===== config.mk =====
export PLATFORM = sky130hd
export DESIGN_NAME = wbc_acc
export DESIGN_NICKNAME = d
export VERILOG_FILES = /design/src/rtl/core/wbc_pkg.sv /design/src/rtl/core/wbc_acc.sv
export SDC_FILE = /design/constraint.sdc
export NUM_CORES = 1
export LEC_CHECK = 0
export BUFFER_PORTS_ARGS = -buffer_cell sky130_fd_sc_hd__buf_2
export CAP_MARGIN = 10
export CORE_UTILIZATION = 50
export DETAILED_ROUTE_END_ITERATION = 8
export GPL_TIMING_DRIVEN = 0
export PLACE_DENSITY = 0.68
export REMOVE_ABC_BUFFERS = 1
export SYNTH_ARGS = -nofsm -noshare
export SYNTH_HDL_FRONTEND = slang
export SYNTH_SLANG_ARGS = --single-unit

===== constraint.sdc =====
create_clock -name clk_i -period 6.1 [get_ports clk_i]
set_input_delay 0.305 -clock clk_i [delete_from_list [all_inputs] [get_ports clk_i]]
set_output_delay 0.305 -clock clk_i [all_outputs]
set_load 0.005 [all_outputs]

===== src/rtl/core/wbc_pkg.sv =====
`timescale 1ns / 1ps

package wbc_pkg;

  localparam int unsigned TREE_NODES = 4096;
  localparam int unsigned SLOT_COUNT = 7;
  localparam int unsigned LEAF_LIMIT = 3;

  localparam int unsigned NODE_W  = $clog2(TREE_NODES);
  localparam int unsigned SLOT_W  = 3;
  localparam int unsigned COST_W  = 32;
  localparam int unsigned PRIM_W  = 8;
  localparam int unsigned COST_AW = $clog2(TREE_NODES * SLOT_COUNT);

  localparam logic [COST_W-1:0] COST_INF  = '1;
  localparam logic [SLOT_W-1:0] NO_SLOT   = 3'd7;
  localparam logic [SLOT_W-1:0] LAST_SLOT = SLOT_W'(SLOT_COUNT - 1);

  typedef logic [NODE_W-1:0]  node_t;
  typedef logic [COST_AW-1:0] cost_addr_t;

  typedef enum logic [1:0] {
    KIND_LEAF       = 2'd0,
    KIND_INTERNAL   = 2'd1,
    KIND_DISTRIBUTE = 2'd2
  } kind_e;

  typedef enum logic [2:0] {
    ST_IDLE,
    ST_LEAF,
    ST_PAIR,
    ST_GAP,
    ST_FIN0,
    ST_DRAIN,
    ST_WB
  } state_e;

  // one child slot pair in flight, aligned with the memory read data
  typedef struct packed {
    logic              valid;
    logic              last;
    logic [SLOT_W-1:0] slot;
    logic [SLOT_W-1:0] k;
    logic [SLOT_W-1:0] j;
  } pair_t;

  typedef struct packed {
    logic              init;
    logic              leaf;
    logic              prim_valid;
    logic              fin0;
    logic              emit_leaf;
    logic [SLOT_W-1:0] idx;
    logic              rc_oob;
    logic [COST_W-1:0] area;
    pair_t             cmp;
  } ctl_t;

  typedef struct packed {
    cost_addr_t rd_a;
    cost_addr_t rd_b;
    cost_addr_t wr;
    logic       cost_we;
    node_t      prim_rd_a;
    node_t      prim_rd_b;
    node_t      prim_wr;
    logic       prim_we;
  } mem_req_t;

endpackage


===== src/rtl/core/wbc_acc.sv =====
`timescale 1ns / 1ps

module wbc_acc import wbc_pkg::*; (
  input  logic              clk_i,
  input  logic              rst_ni,
  input  ctl_t              ctl_i,
  input  logic [COST_W-1:0] lcost_i,
  input  logic [COST_W-1:0] rcost_i,
  input  logic [PRIM_W-1:0] lprim_i,
  input  logic [PRIM_W-1:0] rprim_i,
  output logic [COST_W-1:0] wb_cost_o,
  output logic [PRIM_W-1:0] wb_prim_o,
  output logic              res_valid_o,
  output logic [SLOT_W-1:0] res_slot_o,
  output logic [COST_W-1:0] res_cost_o,
  output logic [1:0]        res_kind_o,
  output logic [SLOT_W-1:0] res_left_o,
  output logic [SLOT_W-1:0] res_right_o,
  output logic [PRIM_W-1:0] res_prims_o,
  output logic              res_last_o
);

  logic [COST_W-1:0] acc_cost_q, acc_cost_d;
  kind_e             acc_kind_q, acc_kind_d;
  logic [SLOT_W-1:0] acc_l_q, acc_l_d, acc_r_q, acc_r_d;
  logic [COST_W-1:0] cleaf_q;
  logic [PRIM_W-1:0] prims_q;
  logic [COST_W-1:0] slot_buf_q [SLOT_COUNT];

  logic              res_valid_q;
  logic [SLOT_W-1:0] res_slot_q;
  logic [COST_W-1:0] res_cost_q;
  kind_e             res_kind_q;
  logic [SLOT_W-1:0] res_l_q, res_r_q;

  logic [COST_W-1:0] rcost, cand, cint, cleaf_d;
  logic              better;
  logic [PRIM_W:0]   prim_sum;
  logic [PRIM_W-1:0] prim_sat;
  logic [PRIM_W+COST_W-1:0] prod;
  logic              emit_cmp, emit;
  logic [SLOT_W-1:0] out_slot;
  logic [COST_W-1:0] out_cost;
  kind_e             out_kind;
  logic [SLOT_W-1:0] out_l, out_r;

  function automatic logic [COST_W-1:0] sat_add(logic [COST_W-1:0] a, logic [COST_W-1:0] b);
    logic [COST_W:0] s;
    s = {1'b0, a} + {1'b0, b};
    return s[COST_W] ? COST_INF : s[COST_W-1:0];
  endfunction

  assign rcost  = ctl_i.rc_oob ? COST_INF : rcost_i;
  assign cand   = sat_add(lcost_i, rcost);
  assign better = ctl_i.cmp.valid && (cand < acc_cost_q);
  assign cint   = sat_add(acc_cost_q, ctl_i.area);

  assign prim_sum = {1'b0, lprim_i} + (ctl_i.rc_oob ? '0 : {1'b0, rprim_i});
  assign prim_sat = prim_sum[PRIM_W] ? '1 : prim_sum[PRIM_W-1:0];
  assign prod     = (PRIM_W + COST_W)'(prim_sat) * (PRIM_W + COST_W)'(ctl_i.area);

  always_comb begin
    if (prim_sat > PRIM_W'(LEAF_LIMIT)) begin
      cleaf_d = COST_INF;
    end else if (prod > (PRIM_W + COST_W)'(COST_INF)) begin
      cleaf_d = COST_INF;
    end else begin
      cleaf_d = prod[COST_W-1:0];
    end
  end

  always_comb begin
    acc_cost_d = acc_cost_q;
    acc_kind_d = acc_kind_q;
    acc_l_d    = acc_l_q;
    acc_r_d    = acc_r_q;
    if (ctl_i.init) begin
      acc_cost_d = COST_INF;
      acc_kind_d = KIND_INTERNAL;
      acc_l_d    = NO_SLOT;
      acc_r_d    = NO_SLOT;
    end else if (ctl_i.fin0) begin
      if (cleaf_q < cint) begin
        acc_cost_d = cleaf_q;
        acc_kind_d = KIND_LEAF;
      end else begin
        acc_cost_d = cint;
        acc_kind_d = KIND_INTERNAL;
      end
    end else if (better) begin
      acc_cost_d = cand;
      acc_l_d    = ctl_i.cmp.k;
      acc_r_d    = ctl_i.cmp.j;
      if (ctl_i.cmp.slot != '0) begin
        acc_kind_d = KIND_DISTRIBUTE;
      end
    end
  end

  assign emit_cmp = ctl_i.cmp.valid && ctl_i.cmp.last && (ctl_i.cmp.slot != '0);
  assign emit     = emit_cmp || ctl_i.fin0 || ctl_i.emit_leaf;

  always_comb begin
    if (ctl_i.emit_leaf) begin
      out_slot = ctl_i.idx;
      out_cost = ctl_i.area;
      out_kind = KIND_LEAF;
      out_l    = NO_SLOT;
      out_r    = NO_SLOT;
    end else begin
      out_slot = ctl_i.fin0 ? '0 : ctl_i.cmp.slot;
      out_cost = acc_cost_d;
      out_kind = acc_kind_d;
      out_l    = acc_l_d;
      out_r    = acc_r_d;
    end
  end

  always_ff @(posedge clk_i or negedge rst_ni) begin
    if (!rst_ni) begin
      res_valid_q <= 1'b0;
    end else begin
      res_valid_q <= emit;
    end
  end

  always_ff @(posedge clk_i) begin
    acc_cost_q <= acc_cost_d;
    acc_kind_q <= acc_kind_d;
    acc_l_q    <= acc_l_d;
    acc_r_q    <= acc_r_d;
    if (ctl_i.init && ctl_i.leaf) begin
      prims_q <= PRIM_W'(1);
    end else if (ctl_i.prim_valid) begin
      prims_q <= prim_sat;
      cleaf_q <= cleaf_d;
    end
    if (emit) begin
      res_slot_q           <= out_slot;
      res_cost_q           <= out_cost;
      res_kind_q           <= out_kind;
      res_l_q              <= out_l;
      res_r_q              <= out_r;
      slot_buf_q[out_slot] <= out_cost;
    end
  end

  assign wb_cost_o   = slot_buf_q[ctl_i.idx];
  assign wb_prim_o   = prims_q;
  assign res_valid_o = res_valid_q;
  assign res_slot_o  = res_slot_q;
  assign res_cost_o  = res_cost_q;
  assign res_kind_o  = res_kind_q;
  assign res_left_o  = res_l_q;
  assign res_right_o = res_r_q;
  assign res_prims_o = prims_q;
  assign res_last_o  = res_slot_q == LAST_SLOT;

endmodule


### Yosys cells after proc, flatten, opt, wreduce, memory -nomap -nowiden

Memories as Yosys holds them, arrays and structs flattened.
Cells that the tools add are included.

| word-level totals | value |
|---|---|
| register bits after elaboration | 124 |
| bits in writable memories | 224 |
| input port bits | 134 |
| output and inout port bits | 93 |
| word-level logic and storage cells | 57 |
| memories | 1 |

Memory list:

| memory | words | width | read ports | clocked after Yosys merged registers in | write ports | line | source |
|---|---|---|---|---|---|---|---|
| slot_buf_q | 7 | 32 | 1 | 0 | 1 | wbc_acc.sv:28 | `logic [COST_W-1:0] slot_buf_q [SLOT_COUNT];` |

| operators by class | value |
|---|---|
| add/subtract/negate cells | 3 |
| $mul | 1 |
| order comparisons | 4 |
| equality and inequality tests | 1 |
| multiplexer cells | 25 |
| bitwise logic cells | 1 |
| reduce and logical (&&, ||, !) cells | 9 |

Operator list:

| operator | number |
|---|---|
| 32-bit two-way mux | 8 |
| 32-bit by 32-bit adder with 33-bit output | 2 |
| 32-bit less-than comparator | 2 |
| 40-bit by 32-bit > comparator with 1-bit output, second input constant | 1 |
| 8-bit by 32-bit multiplier with 40-bit output | 1 |
| 3-bit two-way mux | 8 |
| 8-bit two-way mux | 2 |
| 8-bit by 8-bit adder with 9-bit output | 1 |
| 8-bit by 2-bit > comparator with 1-bit output, second input constant | 1 |
| 2-bit two-way mux | 4 |
| 1-bit logical AND | 4 |
| 3-bit equality test, second input constant | 1 |
| 1-bit two-way mux | 3 |
| 3-bit nonzero test | 1 |
| 1-bit logical OR | 2 |
| 2-bit AND reduction | 1 |
| 2-bit OR reduction | 1 |
| 1-bit NOT | 1 |

### Longest topological paths before layout

| logic depth | value |
|---|---|
| depth in word-level cells | 9 |
| gate-level depth with buffers | 33 |
| gate-level depth less buffers | 27 |

### Worst setup path after synthesis

No wires, ideal clock.

| path | value |
|---|---|
| path kind | input to register |
| start point | input ctl_i[43] (netlist name) |
| end point | register cleaf_q[21], data pin |
| arrival time | 7.686 ns |
| data required time | 5.845 ns |
| setup slack | -1.841 ns |
| cell stages on the path | 31 |
| path buffers | 6 |
| cell sequence | clkbuf_1 nor2b_1 ha_1 fa_1 a21o_1 nand4_1 a21boi_1 o22a_1 clkbuf_1 nand2b_1 clkbuf_1 and2_1 fa_1 fa_1 fa_1 inv_1 fa_1 inv_1 ha_1 buf_2 a211oi_1 nor2_1 o41a_1 o32ai_2 nor3b_2 mux2_2 a2111o_1 nor4_4 buf_6 buf_12 nand2_2 |

| on the way | value |
|---|---|
| word-level cells in the longest chain between the ends | 6 |
| elaborated cells between the ends (all ways) | 7 |

RTL lines:

| item | line | source |
|---|---|---|
| start, declared | wbc_acc.sv:6 | `input ctl_t ctl_i,` |
| 8-bit two-way mux (*) | wbc_acc.sv:58 | `assign prim_sum = {1'b0, lprim_i} + (ctl_i.rc_oob ? '0 : {1'b0, rprim_i});` |
| 8-bit by 8-bit adder with 9-bit output (*) | wbc_acc.sv:58 |  |
| 8-bit two-way mux (*) | wbc_acc.sv:59 | `assign prim_sat = prim_sum[PRIM_W] ? '1 : prim_sum[PRIM_W-1:0];` |
| 8-bit by 32-bit multiplier with 40-bit output | wbc_acc.sv:60 | `assign prod = (PRIM_W + COST_W)'(prim_sat) * (PRIM_W + COST_W)'(ctl_i.area);` |
| 40-bit by 32-bit > comparator with 1-bit output | wbc_acc.sv:65 | `end else if (prod > (PRIM_W + COST_W)'(COST_INF)) begin` |
| 2-bit OR reduction (no source line) | - |  |
| end signal, assigned | wbc_acc.sv:136 | `cleaf_q <= cleaf_d;` |
| end, declared | wbc_acc.sv:26 | `logic [COST_W-1:0] cleaf_q;` |

Every way passes the cells marked *; elsewhere a longest branch is shown, timed or not.
A chain may end at the register's enable or synchronous reset.

### Final worst setup path

| path | value |
|---|---|
| start point | input rprim_i[0] |
| end point | register cleaf_q[24], data pin |

| on the way | value |
|---|---|
| word-level cells in the longest chain between the ends | 6 |
| elaborated cells between the ends (all ways) | 7 |

RTL lines:

| item | line | source |
|---|---|---|
| start, declared | wbc_acc.sv:10 | `input logic [PRIM_W-1:0] rprim_i,` |
| 8-bit two-way mux (*) | wbc_acc.sv:58 |  |
| 8-bit by 8-bit adder with 9-bit output (*) | wbc_acc.sv:58 |  |
| 8-bit two-way mux (*) | wbc_acc.sv:59 |  |
| 8-bit by 32-bit multiplier with 40-bit output | wbc_acc.sv:60 |  |
| 40-bit by 32-bit > comparator with 1-bit output | wbc_acc.sv:65 |  |
| 2-bit OR reduction (no source line) | - |  |

Marks and branches as above.

==> results.tsv <==
stage	metric	value	unit
finish	Final Cell Area	34300	µm²
status	failing checks	negative setup slack	
timing	setup slack after layout	-1.06	ns
logic_synthesis	Synth cell types	94	
detailed_routing	DR iter-0 viols	1735	
min_path	Worst Hold Class	in -> async	
detailed_routing	DRC Markers	0	
cts	worst-skew pair later-pin latency	0.57	ns
power_and_ir_drop	clock share of power	10.9	%
detailed_routing	Via density	6.01	
die	Initial Util	50.6	%
power_and_ir_drop	Overall Power	20.9	mW
timing	max_slew headroom	15.8	%
logic_synthesis	dominant cell by count in the synthesized netlist	edfxtp_1	
timing	Hold Fails Final Rpt	0	
setup_path	Worst setup EP type	register	
setup_path	Slowest-stage cell, CP	fa_1	
setup_path	critical path class	in -> reg	
placed_design	placed cell areas	30500	µm²
die	Die Height	241	µm
timing	RSZ-0062 raised after global routing	yes	
logic_synthesis	Top FF cell, synth	edfxtp_1	
cts	CTS Sinks	348	
setup_path	WP data arrival	7.46	ns
detailed_routing	Vias	23434	
finish	fin cells	3902	
finish	ratio of cells with drive above 1 in the final layout	24.9	%
logic_synthesis	top post-synthesis cells by area	edfxtp_1 31%, fa_1 13%, ha_1 8.5%	
cts	CTS clk-pin slew, worst paths	0.06	ns
finish	Total Nets Final	3629	
timing	actual slew at the worst max-slew pin	1.26	ns
placed_design	Placer Congestion	0.955	
placed_design	placed cells	3704	
setup_path	WP data required	6.40	ns
cts	CTS buffer count	37	
global_route	vias in the first global route	23612	
power_and_ir_drop	Pint	11.0	mW
die	Chip Width	241	µm
logic_synthesis	Seq/Total Area, Yosys	34.9	%
setup_path	crit path max fanout	6	
finish	n_diodes	0	
global_route	global-route usage over all layers	30.6	%
run	max_cap viols	0	
logic_synthesis	Syn Inst Count	2835	
power_and_ir_drop	Sequential Power Share	14.0	%
die	Rows	87	
cts	TritonCTS clock tree	done	
logic_synthesis	syn_area_per_cell	10.1	µm²
power_and_ir_drop	PwrDens	607	nW/µm²
global_route	pin count of the biggest net entering global routing	80	
global_route	total gr overflow	0	
logic_synthesis	ys async rst share	0.287	%
detailed_routing	drt first pass iters	7	
timing	final setup skew	0.0218	ns
logic_synthesis	number of synthesized flops with an enable pin	299	
timing	final worst-path cycle share	117	%
placed_design	IO Port Bufs	226	
detailed_routing	Post-DRT Antenna Nets	0	
setup_path	Reg2Reg Setup Slack	0.23	ns
logic_synthesis	Synth Cell Area	28500	µm²
logic_synthesis	Post-synth top cells	299 x edfxtp_1, 272 x nand2_1, 259 x inv_1	
power_and_ir_drop	Net Sw Power	9.89	mW
logic_synthesis	Yosys warning total	0	
detailed_routing	drt wl/cell	23.0	µm
cts	H-tree lvl count	2	
logic_synthesis	area share of the largest cell type after synthesis	31.5	%
placed_design	DPL Wire Length	62.2	mm
die	Core ar.	56400	µm²
cts	CTS max path bufs	3	
timing	count of final setup violators	32	
power_and_ir_drop	combinational power share	75.1	%
finish	Syn-to-layout area delta	20.4	%
timing	fmax	140	MHz
detailed_routing	Total Wirelength	89.7	mm
setup_path	Startpoint Class	primary input	
power_and_ir_drop	VDD IR max	0.681	mV
setup_path	most used cell, CP	fa_1	
die	die area	58000	µm²
global_route	initial antenna violation count	1	
status	status	complete, but fails checks	
cts	Root Driver	clkbuf_16	
power_and_ir_drop	Lkg Pwr	14.2	nW
timing	Final Slew Violations	0	
logic_synthesis	Yosys top cell by area	edfxtp_1	
power_and_ir_drop	switching part of the total	47.4	%
timing	hold_ws	0.0551	ns
die	IO Count	227	
logic_synthesis	Yosys reg bits	348	
timing	Final min period	7.16	ns
global_route	first-pass GRT wire length	134	mm
setup_path	worst stage delay on the critical path	0.54	ns
[timing repair]
action / 4_1_cts / 5_1_grt
gates cloned: 18 / 2
hold buffers: 7 / 0
buffers inserted: 66 / 40
endpoints found under the setup margin: 335 / 299
resized for setup: 188 / 113
hold endpoints to repair: 7 / 0
pin swaps: 53 / 114
[cell usage in the layout (no fill, tap or decap), types with 15 or more instances in the layout]
cell,count
a211oi_1,36
a21o_1,45
a21oi_1,151
a31oi_1,16
and2_1,137
and3_1,15
buf_12,21
buf_2,222
buf_4,83
buf_6,17
clkbuf_16,40
dfxtp_1,47
edfxtp_1,299
fa_1,170
ha_1,166
ha_4,24
inv_1,247
mux2_2,52
mux2i_1,49
mux4_2,32
nand2_1,259
nand2_2,33
nand2b_1,21
nand3_1,36
nand4_1,36
nor2_1,202
nor3_1,28
o211ai_1,36
o21a_1,22
o21ai_0,117
or2_2,40
or3_1,15
xnor2_1,37
xor2_1,27
[power by group through the flow]
stage / clock (mW) / combinational (mW) / sequential [mW]
floorplan: 0 / 8.89 / 2.95
global placement: 0 / 11.8 / 2.97
detailed placement: 0 / 12.1 / 2.97
CTS: 2.31 / 14.2 / 2.92
global route: 2.39 / 17.0 / 2.93
finish: 2.28 / 15.7 / 2.92
[through the flow]
| stage | TNS [ns] | worst slack, ns | utilization (%) |
|---|---|---|---|
| 2_1_floorplan | -325.42 | -2.64 | - |
| 3_3_place_gp | -1730.16 | -5.47 | 53.2 |
| 3_5_place_dp | -539.74 | -3.87 | 54.0 |
| 4_1_cts | -29.49 | -0.960 | 59.5 |
| 5_1_grt | -39.91 | -1.27 | 60.9 |
| 6_report | -33.35 | -1.06 | 60.9 |
[state kept, by name (all words and copies together) (netlist names)]
signal and cells:
slot_buf_q 224, acc_cost_q 32, cleaf_q 32, res_cost_o 32
res_prims_o 8, acc_l_q 3, acc_r_q 3, res_left_o 3
res_right_o 3, res_slot_o 3, acc_kind_q 2, res_kind_o 2
res_valid_o 1
[path summary, 6_finish.rpt]
path | start | to | cells after the start
setup reg to reg | acc_cost_q[0]$_DFF_P_ | slot_buf_q[5][6]$_DFFE_PP_ | 22
min in group clk_i | ctl_i[49] | res_prims_o[2]$_SDFFE_PP0P_ | 3
max in group asynchronous | rst_ni | res_valid_o$_DFF_PN0_ | 2
hold / removal | rst_ni | res_valid_o$_DFF_PN0_ | 2
setup / recovery | rprim_i[0] | cleaf_q[24]$_SDFFCE_PP1P_ | 32
hold reg to reg | acc_r_q[2]$_DFF_P_ | acc_r_q[2]$_DFF_P_ | 2
[metal layers]
layer	vias up	track usage, %	share of wire [%]
li1	10626	-	-
met2	1001	52.9	49
met3	238	3.23	6.4
met4	0	14.9	5.1
met5	-	0	0
met1	11569	38.3	39
[critical path, delay by kind of cell]
| kind | cells | cell delay, ns |
|---|---|---|
| adder cells (fa/ha/maj) | 7 | 2.74 |
| AO/OA/AOI/OAI | 8 | 1.90 |
| buffers and inverters | 9 | 1.15 |
| AND/OR/NAND/NOR | 7 | 1.03 |
| multiplexers | 1 | 0.32 |
[kinds of logic after synthesis]
logic type,Yosys count,share of synthesized area (%)
flip-flops,348,34.9
AO/OA/AOI/OAI,595,14.0
buffers and inverters,395,5.56
adder cells (fa/ha/maj),377,21.3
AND/OR/NAND/NOR,919,15.8
multiplexers,134,6.34
XOR/XNOR,67,2.06
[layout make-up]
type / count / area, µm²
clock buffer: 45 / 977
clock inverter: 22 / 231
fill: 4635 / 22000
inverter: 259 / 972
multi-input combinational: 2106 / 18500
sequential: 348 / 9970
tap: 756 / 946
timing repair buffer: 366 / 2770
(Power assumes the default switching activity.)
