<file path="src/rtl/core/wbc_pkg.sv">
`timescale 1ns / 1ps

package wbc_pkg;

  localparam int unsigned TREE_NODES = 4096;
  localparam int unsigned SLOT_COUNT = 7;
  localparam int unsigned LEAF_LIMIT = 3;

  localparam int unsigned NODE_W  = $clog2(TREE_NODES);
  localparam int unsigned SLOT_W  = 3;
  localparam int unsigned COST_W  = 32;
  localparam int unsigned PRIM_W  = 8;
  localparam int unsigned COST_AW = $clog2(TREE_NODES * SLOT_COUNT);

  localparam logic [COST_W-1:0] COST_INF  = '1;
  localparam logic [SLOT_W-1:0] NO_SLOT   = 3'd7;
  localparam logic [SLOT_W-1:0] LAST_SLOT = SLOT_W'(SLOT_COUNT - 1);

  typedef logic [NODE_W-1:0]  node_t;
  typedef logic [COST_AW-1:0] cost_addr_t;

  typedef enum logic [1:0] {
    KIND_LEAF       = 2'd0,
    KIND_INTERNAL   = 2'd1,
    KIND_DISTRIBUTE = 2'd2
  } kind_e;

  typedef enum logic [2:0] {
    ST_IDLE,
    ST_LEAF,
    ST_PAIR,
    ST_GAP,
    ST_FIN0,
    ST_DRAIN,
    ST_WB
  } state_e;

  // one child slot pair in flight, aligned with the memory read data
  typedef struct packed {
    logic              valid;
    logic              last;
    logic [SLOT_W-1:0] slot;
    logic [SLOT_W-1:0] k;
    logic [SLOT_W-1:0] j;
  } pair_t;

  typedef struct packed {
    logic              init;
    logic              leaf;
    logic              prim_valid;
    logic              fin0;
    logic              emit_leaf;
    logic [SLOT_W-1:0] idx;
    logic              rc_oob;
    logic [COST_W-1:0] area;
    pair_t             cmp;
  } ctl_t;

  typedef struct packed {
    cost_addr_t rd_a;
    cost_addr_t rd_b;
    cost_addr_t wr;
    logic       cost_we;
    node_t      prim_rd_a;
    node_t      prim_rd_b;
    node_t      prim_wr;
    logic       prim_we;
  } mem_req_t;

endpackage

</file>
<file path="src/rtl/core/wbc_seq.sv">
`timescale 1ns / 1ps

module wbc_seq import wbc_pkg::*; (
  input  logic                clk_i,
  input  logic                rst_ni,
  input  logic                start,
  output logic                busy,
  input  logic [NODE_W-1:0]   node_id_i,
  input  logic                is_leaf_i,
  input  logic [NODE_W-1:0]   left_child_i,
  input  logic [COST_W-1:0]   box_area_i,
  output ctl_t                ctl_o,
  output mem_req_t            mem_o
);

  state_e            state_q, state_d;
  logic [SLOT_W-1:0] slot_q, slot_d;
  logic [SLOT_W-1:0] k_q, k_d;
  logic              first_q, first_d;
  pair_t             cmp_q, cmp_d;
  cost_addr_t        lc_base_q, rc_base_q, ni_base_q;
  node_t             ni_q;
  logic [COST_W-1:0] area_q;
  logic              rc_oob_q;

  logic [NODE_W:0]   rc_full;
  logic              rc_oob;
  logic              accept;
  logic [SLOT_W-1:0] j;
  logic              pair_last;

  function automatic cost_addr_t node_base(node_t n);
    return cost_addr_t'(n) * cost_addr_t'(SLOT_COUNT);
  endfunction

  assign rc_full = {1'b0, left_child_i} + (NODE_W + 1)'(1);
  assign rc_oob  = rc_full >= (NODE_W + 1)'(TREE_NODES);
  assign accept  = start && (state_q == ST_IDLE);
  assign busy    = state_q != ST_IDLE;

  assign j = (slot_q == '0) ? (LAST_SLOT - k_q) : (slot_q - SLOT_W'(1) - k_q);
  assign pair_last = (slot_q == '0) ? (k_q == LAST_SLOT) : (k_q == slot_q - SLOT_W'(1));

  always_comb begin
    state_d           = state_q;
    slot_d            = slot_q;
    k_d               = k_q;
    first_d           = 1'b0;
    cmp_d             = '0;
    ctl_o.init        = 1'b0;
    ctl_o.leaf        = is_leaf_i;
    ctl_o.prim_valid  = first_q;
    ctl_o.fin0        = 1'b0;
    ctl_o.emit_leaf   = 1'b0;
    ctl_o.idx         = slot_q;
    ctl_o.rc_oob      = rc_oob_q;
    ctl_o.area        = area_q;
    ctl_o.cmp         = cmp_q;
    mem_o.rd_a        = lc_base_q + cost_addr_t'(k_q);
    mem_o.rd_b        = rc_base_q + cost_addr_t'(j);
    mem_o.wr          = ni_base_q + cost_addr_t'(slot_q);
    mem_o.cost_we     = 1'b0;
    mem_o.prim_rd_a   = left_child_i;
    mem_o.prim_rd_b   = rc_full[NODE_W-1:0];
    mem_o.prim_wr     = ni_q;
    mem_o.prim_we     = 1'b0;
    case (state_q)
      ST_IDLE: begin
        if (accept) begin
          ctl_o.init = 1'b1;
          slot_d     = '0;
          k_d        = '0;
          first_d    = !is_leaf_i;
          state_d    = is_leaf_i ? ST_LEAF : ST_PAIR;
        end
      end
      ST_LEAF: begin
        ctl_o.emit_leaf = 1'b1;
        if (slot_q == LAST_SLOT) begin
          slot_d  = '0;
          state_d = ST_WB;
        end else begin
          slot_d = slot_q + SLOT_W'(1);
        end
      end
      ST_PAIR: begin
        cmp_d.valid = 1'b1;
        cmp_d.last  = pair_last;
        cmp_d.slot  = slot_q;
        cmp_d.k     = k_q;
        cmp_d.j     = j;
        if (pair_last) begin
          k_d = '0;
          if (slot_q == '0) begin
            state_d = ST_GAP;
          end else if (slot_q == LAST_SLOT) begin
            state_d = ST_DRAIN;
          end else begin
            slot_d = slot_q + SLOT_W'(1);
          end
        end else begin
          k_d = k_q + SLOT_W'(1);
        end
      end
      ST_GAP: begin
        state_d = ST_FIN0;
      end
      ST_FIN0: begin
        ctl_o.fin0 = 1'b1;
        slot_d     = SLOT_W'(1);
        k_d        = '0;
        state_d    = ST_PAIR;
      end
      ST_DRAIN: begin
        slot_d  = '0;
        state_d = ST_WB;
      end
      ST_WB: begin
        mem_o.cost_we = 1'b1;
        mem_o.prim_we = slot_q == '0;
        if (slot_q == LAST_SLOT) begin
          slot_d  = '0;
          state_d = ST_IDLE;
        end else begin
          slot_d = slot_q + SLOT_W'(1);
        end
      end
      default: begin
        state_d = ST_IDLE;
      end
    endcase
  end

  always_ff @(posedge clk_i or negedge rst_ni) begin
    if (!rst_ni) begin
      state_q <= ST_IDLE;
      slot_q  <= '0;
      k_q     <= '0;
      first_q <= 1'b0;
      cmp_q   <= '0;
    end else begin
      state_q <= state_d;
      slot_q  <= slot_d;
      k_q     <= k_d;
      first_q <= first_d;
      cmp_q   <= cmp_d;
    end
  end

  always_ff @(posedge clk_i) begin
    if (accept) begin
      ni_q      <= node_id_i;
      ni_base_q <= node_base(node_id_i);
      lc_base_q <= node_base(left_child_i);
      rc_base_q <= rc_oob ? '0 : node_base(rc_full[NODE_W-1:0]);
      rc_oob_q  <= rc_oob;
      area_q    <= box_area_i;
    end
  end

endmodule

</file>
<file path="config.mk">
export PLATFORM = sky130hd
export DESIGN_NAME = wbc_seq
export DESIGN_NICKNAME = d
export VERILOG_FILES = /design/src/rtl/core/wbc_pkg.sv /design/src/rtl/core/wbc_seq.sv
export SDC_FILE = /design/constraint.sdc
export NUM_CORES = 1
export LEC_CHECK = 0
export BUFFER_PORTS_ARGS = -buffer_cell sky130_fd_sc_hd__buf_4
export CORE_MARGIN = 3
export CORE_UTILIZATION = 30
export DETAILED_ROUTE_END_ITERATION = 7
export HOLD_SLACK_MARGIN = 0.05
export PLACE_DENSITY = 0.5
export SYNTH_ARGS = -nofsm -noshare
export SYNTH_HDL_FRONTEND = slang
export SYNTH_SLANG_ARGS = --single-unit
</file>
<file path="constraint.sdc">
create_clock -name clk_i -period 4.1 [get_ports clk_i]
set_input_delay 0.615 -clock clk_i [delete_from_list [all_inputs] [get_ports clk_i]]
set_output_delay 0.615 -clock clk_i [all_outputs]
set_load 0.02 [all_outputs]
</file>
Word-level counts from Yosys, hierarchy flattened
Index checks and enable logic that the tools add are counted.
Widths: inputs -> output; s select.
{"block": "totals", "in_bits": 60, "n_memories": 0, "out_inout_bits": 136, "ff_bits": 111, "latch_bits": 0, "ram_bits": 0, "romBits": 0}
{"block": "op_classes", "shifts": 0, "n_eq_ne": 16, "n_mux": 27, "n_reduce_logical": 11, "n_bitwise": 0, "addsub": 9, "order_cmp": 1, "n_div": 0, "mul": 3}
{"cell": "$add 15x3->15", "count": 3}
{"cell": "$mul 12x3->15 const B", "count": 3}
{"cell": "$mux 3", "count": 13}
{"cell": "$pmux 3 s7", "count": 1}
{"cell": "$eq 3x3->1 const B", "count": 5}
{"cell": "$pmux 3 s5", "count": 1}
{"cell": "$add 12x1->13 const B", "count": 1}
{"cell": "$ge 13x13->1 const B", "count": 1}
{"cell": "$ne 2x2->1 const B", "count": 6}
{"cell": "$mux 11", "count": 1}
{"cell": "$reduce_and 5->1", "count": 2}
{"cell": "$mux 1", "count": 9}
{"cell": "$pmux 3 s3", "count": 1}
{"cell": "$add 3x1->3 const B", "count": 2}
{"cell": "$eq 3x2->1 const B", "count": 2}
{"cell": "$logic_not 3->1", "count": 2}
{"cell": "$reduce_bool 3->1", "count": 2}
{"cell": "$reduce_bool 5->1", "count": 1}
{"cell": "$eq 3x1->1 const B", "count": 1}
{"cell": "$eq 3x3->1", "count": 1}
{"cell": "$ne 3x3->1 const B", "count": 1}
{"cell": "$sub 3x1->3 const B", "count": 1}
{"cell": "$sub 3x3->3", "count": 1}
{"cell": "$sub 3x3->3 const A", "count": 1}
{"cell": "other kinds (5)", "count": 5}

Longest topological paths before layout
Gate-level depths: netlist of run 1.
{"block": "depth", "word_depth": 5, "ltp_mapped": 14, "depth_no_buf": 14}

Worst setup path after synthesis of run 1
OpenSTA, ideal clock, no wires.
{"block": "synth_path", "kind": "reg-to-output", "start": "register state_q[0]", "end": "output port ctl_o[51] (netlist name)", "path_buffers": 2, "required_time_ns": 3.485, "path_stages_with_launch": 5, "slack_ns": 0.170, "arrival_ns": 3.315, "path_cell_list": "dfrtp_1 clkbuf_1 nor2_1 and3_1 buf_4"}
{"element": "start, declared", "line": "wbc_seq.sv:16", "source": "state_e state_q, state_d;"}
{"element": "start signal, assigned", "line": "wbc_seq.sv:142", "source": "state_q <= state_d;"}
{"element": "end, declared", "line": "wbc_seq.sv:12", "source": "output ctl_t ctl_o,"}

==> summary.md, run 1 <==
| Metric | Value |
|---|---|
| Status | finished clean |
| Yosys warnings | 0 |
| DR iter-0 viols | 266 |
| Crit share post-route | 95.6% |
| CP Class | flop to output port |
| Design Power | 6.13 mW |
| DRT Wirelength | ~18000 um |
| Netlist cell types | 59 |
| Multi-input logic area | 4260 um^2 |
| Gpl congestion | 0.768 |
| Cell Pwr Density | 615 nW/um^2 |
| Clk pin slew, worst setup/hold paths | 80 ps |
| Syn_nets | ~880 |
| Vias in the first global route | 5637 |
| Die Ht | 167 um |
| Worst-Margin Slew | 627 ps |
| Clk buf depth | 2 |
| Dpl cells | about 1200 |
| First-pass GRT wire length | between 20000 and 30000 um |
| Finished Core Util | 39.4% |
| Starting Density | a little under a third |
| Vias | 5720 |
| RSZ-0062 raised after global routing | true |
| CTS tree | done |
| Root Buffer | clkbuf_16 |
| Layout cells sized above 1 | 27.2% |
| FF-to-FF Start | state_q[2]$_DFFE_PN0P_ |
| Number of core rows | 58 |
| Rel. slew slack | about 58% |
| Top-area cell type share of the netlist area | 34.4% |
| Synthesized area | slightly below 8000 um^2 |
| # nets final | 1070 |
| TritonCTS buffer count | 9 |
| Worst Hold Margin | 133 ps |
| Yosys top cell by area | edfxtp_1 |
| Hold WC Path Type | primary input to asynchronous set/reset pin |
| Post-DP HPWL | ~15000 um |
| Area Overhead vs Synth | 28.1% |
| Initial antenna violation count | 0 |
| Antenna-violating nets left | 0 |
| Post-placement cell area | between 9000 and 10000 um^2 |
| Final setup violation count | 0 |
| Arrival time worst endpoint | around 3300 ps |
| Core region area | between 20000 and 30000 um^2 |
| Total congestion overflow | 0 |
| Final non-filler cell total | 1238 |
| Startpoint Class | flop |
| Pre-CTS WS | roughly 230 ps |
| Num Clock Sinks | 110 |
| #FFs+latches synth | 110 |
| Worst Setup Slack, final | 180 ps |
| Die Wd | 167 um |
| Syn avg cell area | 10.9 um^2 |
| Crit Path Max Fanout | 3 |
| Clk_skew | 11.7 ps |
| Diodes inserted | 0 |
| Worst setup EP type | output port |
| Largest net degree at the start of global routing | 33 |
| Crit path time final | 3920 ps |
| Critical Path RT | 3480 ps |
| Peak VDD IR | 429 uV |
| FILL cells | 2547 |
| Buffers on Ports | 195 |
| Die area | between 20000 and 30000 um^2 |
| Slew Limit Fails | 0 |
| Worst Setup SP | slot_q[0]$_DFFE_PN0P_ |
| Top post-synthesis cells by area | edfxtp_1 (34%), ha_1 (12%), fa_1 (8.0%) |
| Pre-antenna DRT Iters | 4 |
| Lkg Pwr | 4.33 nW |
| WL per Instance | approximately 15 um |
| Commonest non-fill, non-tap cell in the layout | buf_4 |
| Ys async rst share | 19.1% |
| Io pins | 196 |
| Commonest cells after routing, fill and taps aside | buf_4 (206), edfxtp_1 (89), ha_1 (74), inv_1 (56), nor2_1 (56) |
| GRT Total Usage | 13.0% |
| Cells after Synth | 712 |
| Worst-skew pair later-pin latency | 350 ps |
| Finished Cell Area | between 9000 and 10000 um^2 |
| Max H-tree Level | 3 |
| Ys flop type | edfxtp_1 |
| F_max | 255 MHz |
| Reg area | 3200 um^2 |
| Final Hold Fails | 0 |
| Maxcap violations | 0 |
| Vias per cell | 4.62 |
| Final TNS setup | 0 ps |
| EDFF count, synth | 89 |
| DRC viols | 0 |
| Seq/Total Area, Yosys | 41.1% |
-- critical path, stage by stage (launching register included) --
cell and delay (ps):
dfrtp_1 400, inv_2 90, ha_4 210, fa_2 350, xor2_2 160, o211ai_1 170, o21ai_1 100, xor2_1 170
ha_1 350, a21oi_2 80, or3_4 410, nor2_4 140, xor2_2 170, buf_6 140
-- synth_stat cells, drive strengths merged, types with 14 or more instances --
| master | count |
|---|---|
| inv | 58 |
| a21oi | 31 |
| xor2 | 28 |
| nand2 | 46 |
| ha | 76 |
| o21ai | 29 |
| buf | 20 |
| fa | 31 |
| dfrtp | 21 |
| o21bai | 14 |
| nor2 | 59 |
| a21o | 15 |
| xnor2 | 55 |
| edfxtp | 89 |
| nand3 | 20 |
-- sequential cells by signal, indices dropped and copies added (netlist names) --
name and cells:
area_q 32, ctl_o 11, slot_q 3, ni_base_q 15
k_q 3, state_q 3, rc_base_q 15, ni_q 11
first_q 1, lc_base_q 15, rc_oob_q 1
-- cell type report --
cell class                      instances  share of cell area [%]
Clock inverter                          7                   0.816
Clock buffer                            9                    2.26
Inverter                               58                    2.18
Timing Repair Buffer                  208                    15.7
Multi-Input combinational cell        516                    42.8
Tap cell                              330                    4.14
Sequential cell                       110                    32.1
-- cell families (layout without fill, tap and decap cells) --
| kind of cell | count (synthesis) | after routing | synth area share, % |
|---|---|---|---|
| flops | 110 | 110 | 41.1 |
| simple gates | 184 | 184 | 11.4 |
| buf+inv | 86 | 282 | 5.29 |
| compound gates | 138 | 138 | 12.2 |
| fa+ha+maj | 108 | 108 | 20.3 |
| mux | 3 | 3 | 0.386 |
| xor+xnor | 83 | 83 | 9.35 |
-- repair_timing --
action                     CTS  global route
pin swaps                    3            10
resized for setup            4            19
hold buffers                 0             0
setup endpoints to repair    5            10
buffers inserted             1             4
-- report_power, final --
group | total (mW) | leakage (nW) | internal (mW) | switching, mW
Combinational | 3.44 | 3.08 | 1.47 | 1.97
Sequential | 1.77 | 1.10 | 1.58 | 0.192
Clock | 0.918 | 0.150 | 0.442 | 0.476
-- layer usage --
metal,vias to the layer above,wire length (um),track usage (%)
met3,15,787,2.33
met5,-,0,0
met4,0,281,3.30
met2,105,8930,22.1
li1,2866,-,-
met1,2734,8260,17.2
-- worst paths after layout --
check                      cells after the start  slack (ps)                         end
min reg2reg                                    1         600          k_q[0]$_DFFE_PN0P_
min in group clk_i                             1         420        area_q[11]$_DFFE_PP_
max in group asynchronous                      1        3720          k_q[0]$_DFFE_PN0P_
min                                            1         130           first_q$_DFF_PN0_
max reg2reg                                    3        1840  rc_base_q[0]$_SDFFCE_PP0P_
max                                           13         180                   mem_o[66]
(Power assumes the default switching activity.)
==> inputs of run 2 (changes only) <==
ABC_AREA = 1   (was unset)
==> run 2 against run 1 <==
Register-to-register slack worse by 80 ps. Global-route usage rose by 0.51 points. Total power shrank 5.3%. Clock power shrank 2%. Worst setup slack gained 18 ps. Hold slack worse by 4.1 ps. Sequential share of layout area fell by 0.92 points. Fmax is 0.47% higher. Synthesized cell count is 26% higher. Sequential power about the same. Clock skew decreased by 2.5 ps.
==> summary.md, run 2 <==
| Metric | Value |
|---|---|
| Max reg flops | 32 (unchanged) |
| Area Overhead vs Synth | 25.8% |
| Ys async rst share | 19.1% (unchanged) |
| DR iter-0 viols | 290 (+9.0%) |
| DRC viols | 0 (unchanged) |
| Finished Core Util | 38.9% (-0.43 points) |
| Yosys warnings | 0 (unchanged) |
| Worst-skew pair later-pin latency | 360 ps (about the same) |
| Top post-synthesis cells by area | edfxtp_1 (33%), ha_1 (12%), nand2_1 (9.0%) |
| Critical Path RT | 3480 ps (about the same) |
| Compound-Gate Fraction of Synth Area | 5.38% (-6.8 points) |
| Hold WC Path Type | primary input to asynchronous set/reset pin |
| Mux share of post-synthesis cell area | 0% (-0.39 points) |
| Top-count cell post-synth | nand2_1 |
| Slew Limit Fails | 0 (unchanged) |
| Max H-tree Level | 3 (unchanged) |
| Largest register by flop count | area_q |
| Buffers on Ports | 195 (unchanged) |
| Core region area | 26400 um^2 (+4.1%) |
| F_max | 256 MHz (+0.47%) |
| Hold buffer count at CTS | 0 (unchanged) |
| DRT Wirelength | 20000 um (+9.3%) |
| Vias | 6337 (+11%) |
| Starting Density | 31.0% (+0.24 points) |
| EDFF count, synth | 89 (unchanged) |
| Yosys top cell by area | edfxtp_1 |
| Startpoint Class | flop |
| Num Clock Sinks | 110 (unchanged) |
| Syn avg cell area | 9.08 um^2 (-17%) |
| Largest net degree at the start of global routing | 31 (-6.1%) |
| Maxcap violations | 0 (unchanged) |
| Clk_skew | 9.19 ps (-2.50 ps) |
| Die area | 29200 um^2 (+4.7%) |
| Number of core rows | 59 (+1.7%) |
| Clk buf depth | 2 (unchanged) |
| TritonCTS buffer count | 9 (unchanged) |
| Post-placement cell area | 9930 um^2 (+4.2%) |
| Synthesized area | 8160 um^2 (+4.9%) |
| Commonest cells after routing, fill and taps aside | buf_4 (202), nand2_1 (195), inv_1 (124), edfxtp_1 (89), nor2_1 (78) |
| Crit path time final | 3900 ps (-18.5 ps) |
| Arrival time worst endpoint | 3290 ps (-20 ps) |
| Vias in the first global route | 6067 (+7.6%) |
| # nets final | 1258 (+18%) |
| Worst-Margin Slew | 643 ps (+15.3 ps) |
| #FFs+latches synth | 110 (unchanged) |
| Total congestion overflow | 0 (unchanged) |
| Finished Cell Area | 10300 um^2 (+2.9%) |
| Clk pin slew, worst setup/hold paths | 80 ps (about the same) |
| Root Buffer | clkbuf_16 |
| Largest family of logic cells by synthesized area | simple AND/OR/NAND/NOR gates |
| Netlist cell types | 43 (-27%) |
| WL per Instance | 13.9 um (-5.4%) |
| First-pass GRT wire length | 31600 um (+6.8%) |
| FILL cells | 2672 (+4.9%) |
| CP Class | flop to output port |
| Pre-antenna DRT Iters | 4 (unchanged) |
| Status | finished clean |
| Worst setup EP type | output port |
| Lkg Pwr | 4.97 nW (+15%) |
| Layout cells sized above 1 | 23.3% (-3.9 points) |
| Diodes inserted | 0 (unchanged) |
| Setup slack, reg-to-reg | 1760 ps (-80 ps) |
| Simple-gate area share of the yosys netlist | 19.9% (+8.6 points) |
| Initial antenna violation count | 0 (unchanged) |
| Die Wd | 171 um (+2.3%) |
| Ys flop type | edfxtp_1 |
| Post-synthesis adder-cell area fraction | 19.3% (-1.1 points) |
| Final Hold Fails | 0 (unchanged) |
| Crit share post-route | 95.2% (-0.45 points) |
| Post-DP HPWL | 16300 um (+12%) |
| Vias per cell | 4.43 (-4.2%) |
| Gpl congestion | 0.843 (+9.7%) |
| Cells after Synth | 898 (+26%) |
| Synth top cells by count | nand2_1 (195), inv_1 (126), edfxtp_1 (89), nor2_1 (79), ha_1 (76) |
| Final setup violation count | 0 (unchanged) |
| Commonest non-fill, non-tap cell in the layout | buf_4 |
| Xor/xnor share of the synthesized area | 8.10% (-1.2 points) |
| Cell Pwr Density | 566 nW/um^2 (-8.0%) |
| GRT Total Usage | 13.5% (+0.51 points) |
| Seq/Total Area, Yosys | 39.2% (-1.9 points) |
| Peak VDD IR | 235 uV (-45%) |
| Io pins | 196 (unchanged) |
| Syn_nets | 1065 (+21%) |
| Crit Path Max Fanout | 4 (+1) |
| Rel. slew slack | 57.1% (-0.82 points) |
| Antenna-violating nets left | 0 (unchanged) |
| CTS tree | done |
| Top-area cell type share of the netlist area | 32.8% (-1.6 points) |
| Die Ht | 171 um (+2.3%) |
run 2: critical path, stage by stage, from the launching register on:
cell and delay, ps:
dfrtp_1 390, inv_2 100, ha_2 310, fa_1 450, or2_2 310, o21ai_2 80, inv_1 80, fa_2 380
o21ai_4 210, nand3b_1 150, nor2_1 160, xor2_1 160, buf_4 160
run 2: logic make-up (layout without fill, tap and decap cells):
| logic type | count (synthesis) | after routing |
|---|---|---|
| XOR/XNOR | 72 | 72 |
| buffers and inverters | 154 | 352 |
| flip-flops | 110 | 110 |
| AO/OA/AOI/OAI | 78 | 78 |
| AND/OR/NAND/NOR | 377 | 377 |
| adder cells (fa/ha/maj) | 107 | 107 |
run 2: final cells by class:
type | instances | area [um^2] | area share [%]
Clock inverter | 7 | 72.6 | 0.707
Tap cell | 335 | 419 | 4.09
Sequential cell | 110 | 3200 | 31.2
Multi-Input combinational cell | 634 | 4320 | 42.1
Inverter | 134 | 507 | 4.94
Timing Repair Buffer | 202 | 1520 | 14.8
Clock buffer | 9 | 225 | 2.20
run 2: timing repair:
item | in CTS | in global routing
buffers inserted | 2 | 0
gates resized for setup | 2 | 6
endpoints found under the setup margin | 3 | 8
pin swaps | 1 | 3
endpoints found under the hold margin | 0 | 0
run 2: final timing paths:
kind	startpoint	to	cells after the start
max	slot_q[1]$_DFFE_PN0P_	mem_o[67]	12
min	rst_ni	first_q$_DFF_PN0_	1
min reg2reg	slot_q[1]$_DFFE_PN0P_	ctl_o[7]$_DFF_PN0_	2
max reg2reg	state_q[1]$_DFFE_PN0P_	rc_base_q[9]$_SDFFCE_PP0P_	4
min in group clk_i	box_area_i[15]	area_q[15]$_DFFE_PP_	1
max in group asynchronous	rst_ni	k_q[0]$_DFFE_PN0P_	1
run 2: where the power goes:
| group | internal, mW | switching, mW |
|---|---|---|
| logic | 1.20 | 1.97 |
| clock network | 0.433 | 0.465 |
| registers | 1.57 | 0.171 |
run 2: stage by stage:
stage | instances | hold WS [ps] | TNS, ps | setup WS, ps | total power [mW]
floorplan | 898 | 319 | 0 | 233 | 3.78
global placement | 1413 | 522 | 0 | 269 | 4.92
detailed placement | 1413 | 522 | 0 | 248 | 4.93
CTS | 1431 | 123 | 0 | 50.6 | 5.90
global route | 1431 | 131 | -4.18 | -4.18 | 6.29
finish | 1431 | 129 | 0 | 198 | 5.80
run 2: layer usage:
layer  share of wire [%]  up-vias  track usage (%)
met3                 4.6       18             2.29
met2                  49      127             22.8
li1                    -     3284                -
met5                   0        -                0
met4                 1.3        0             3.43
met1                  45     2908             18.2
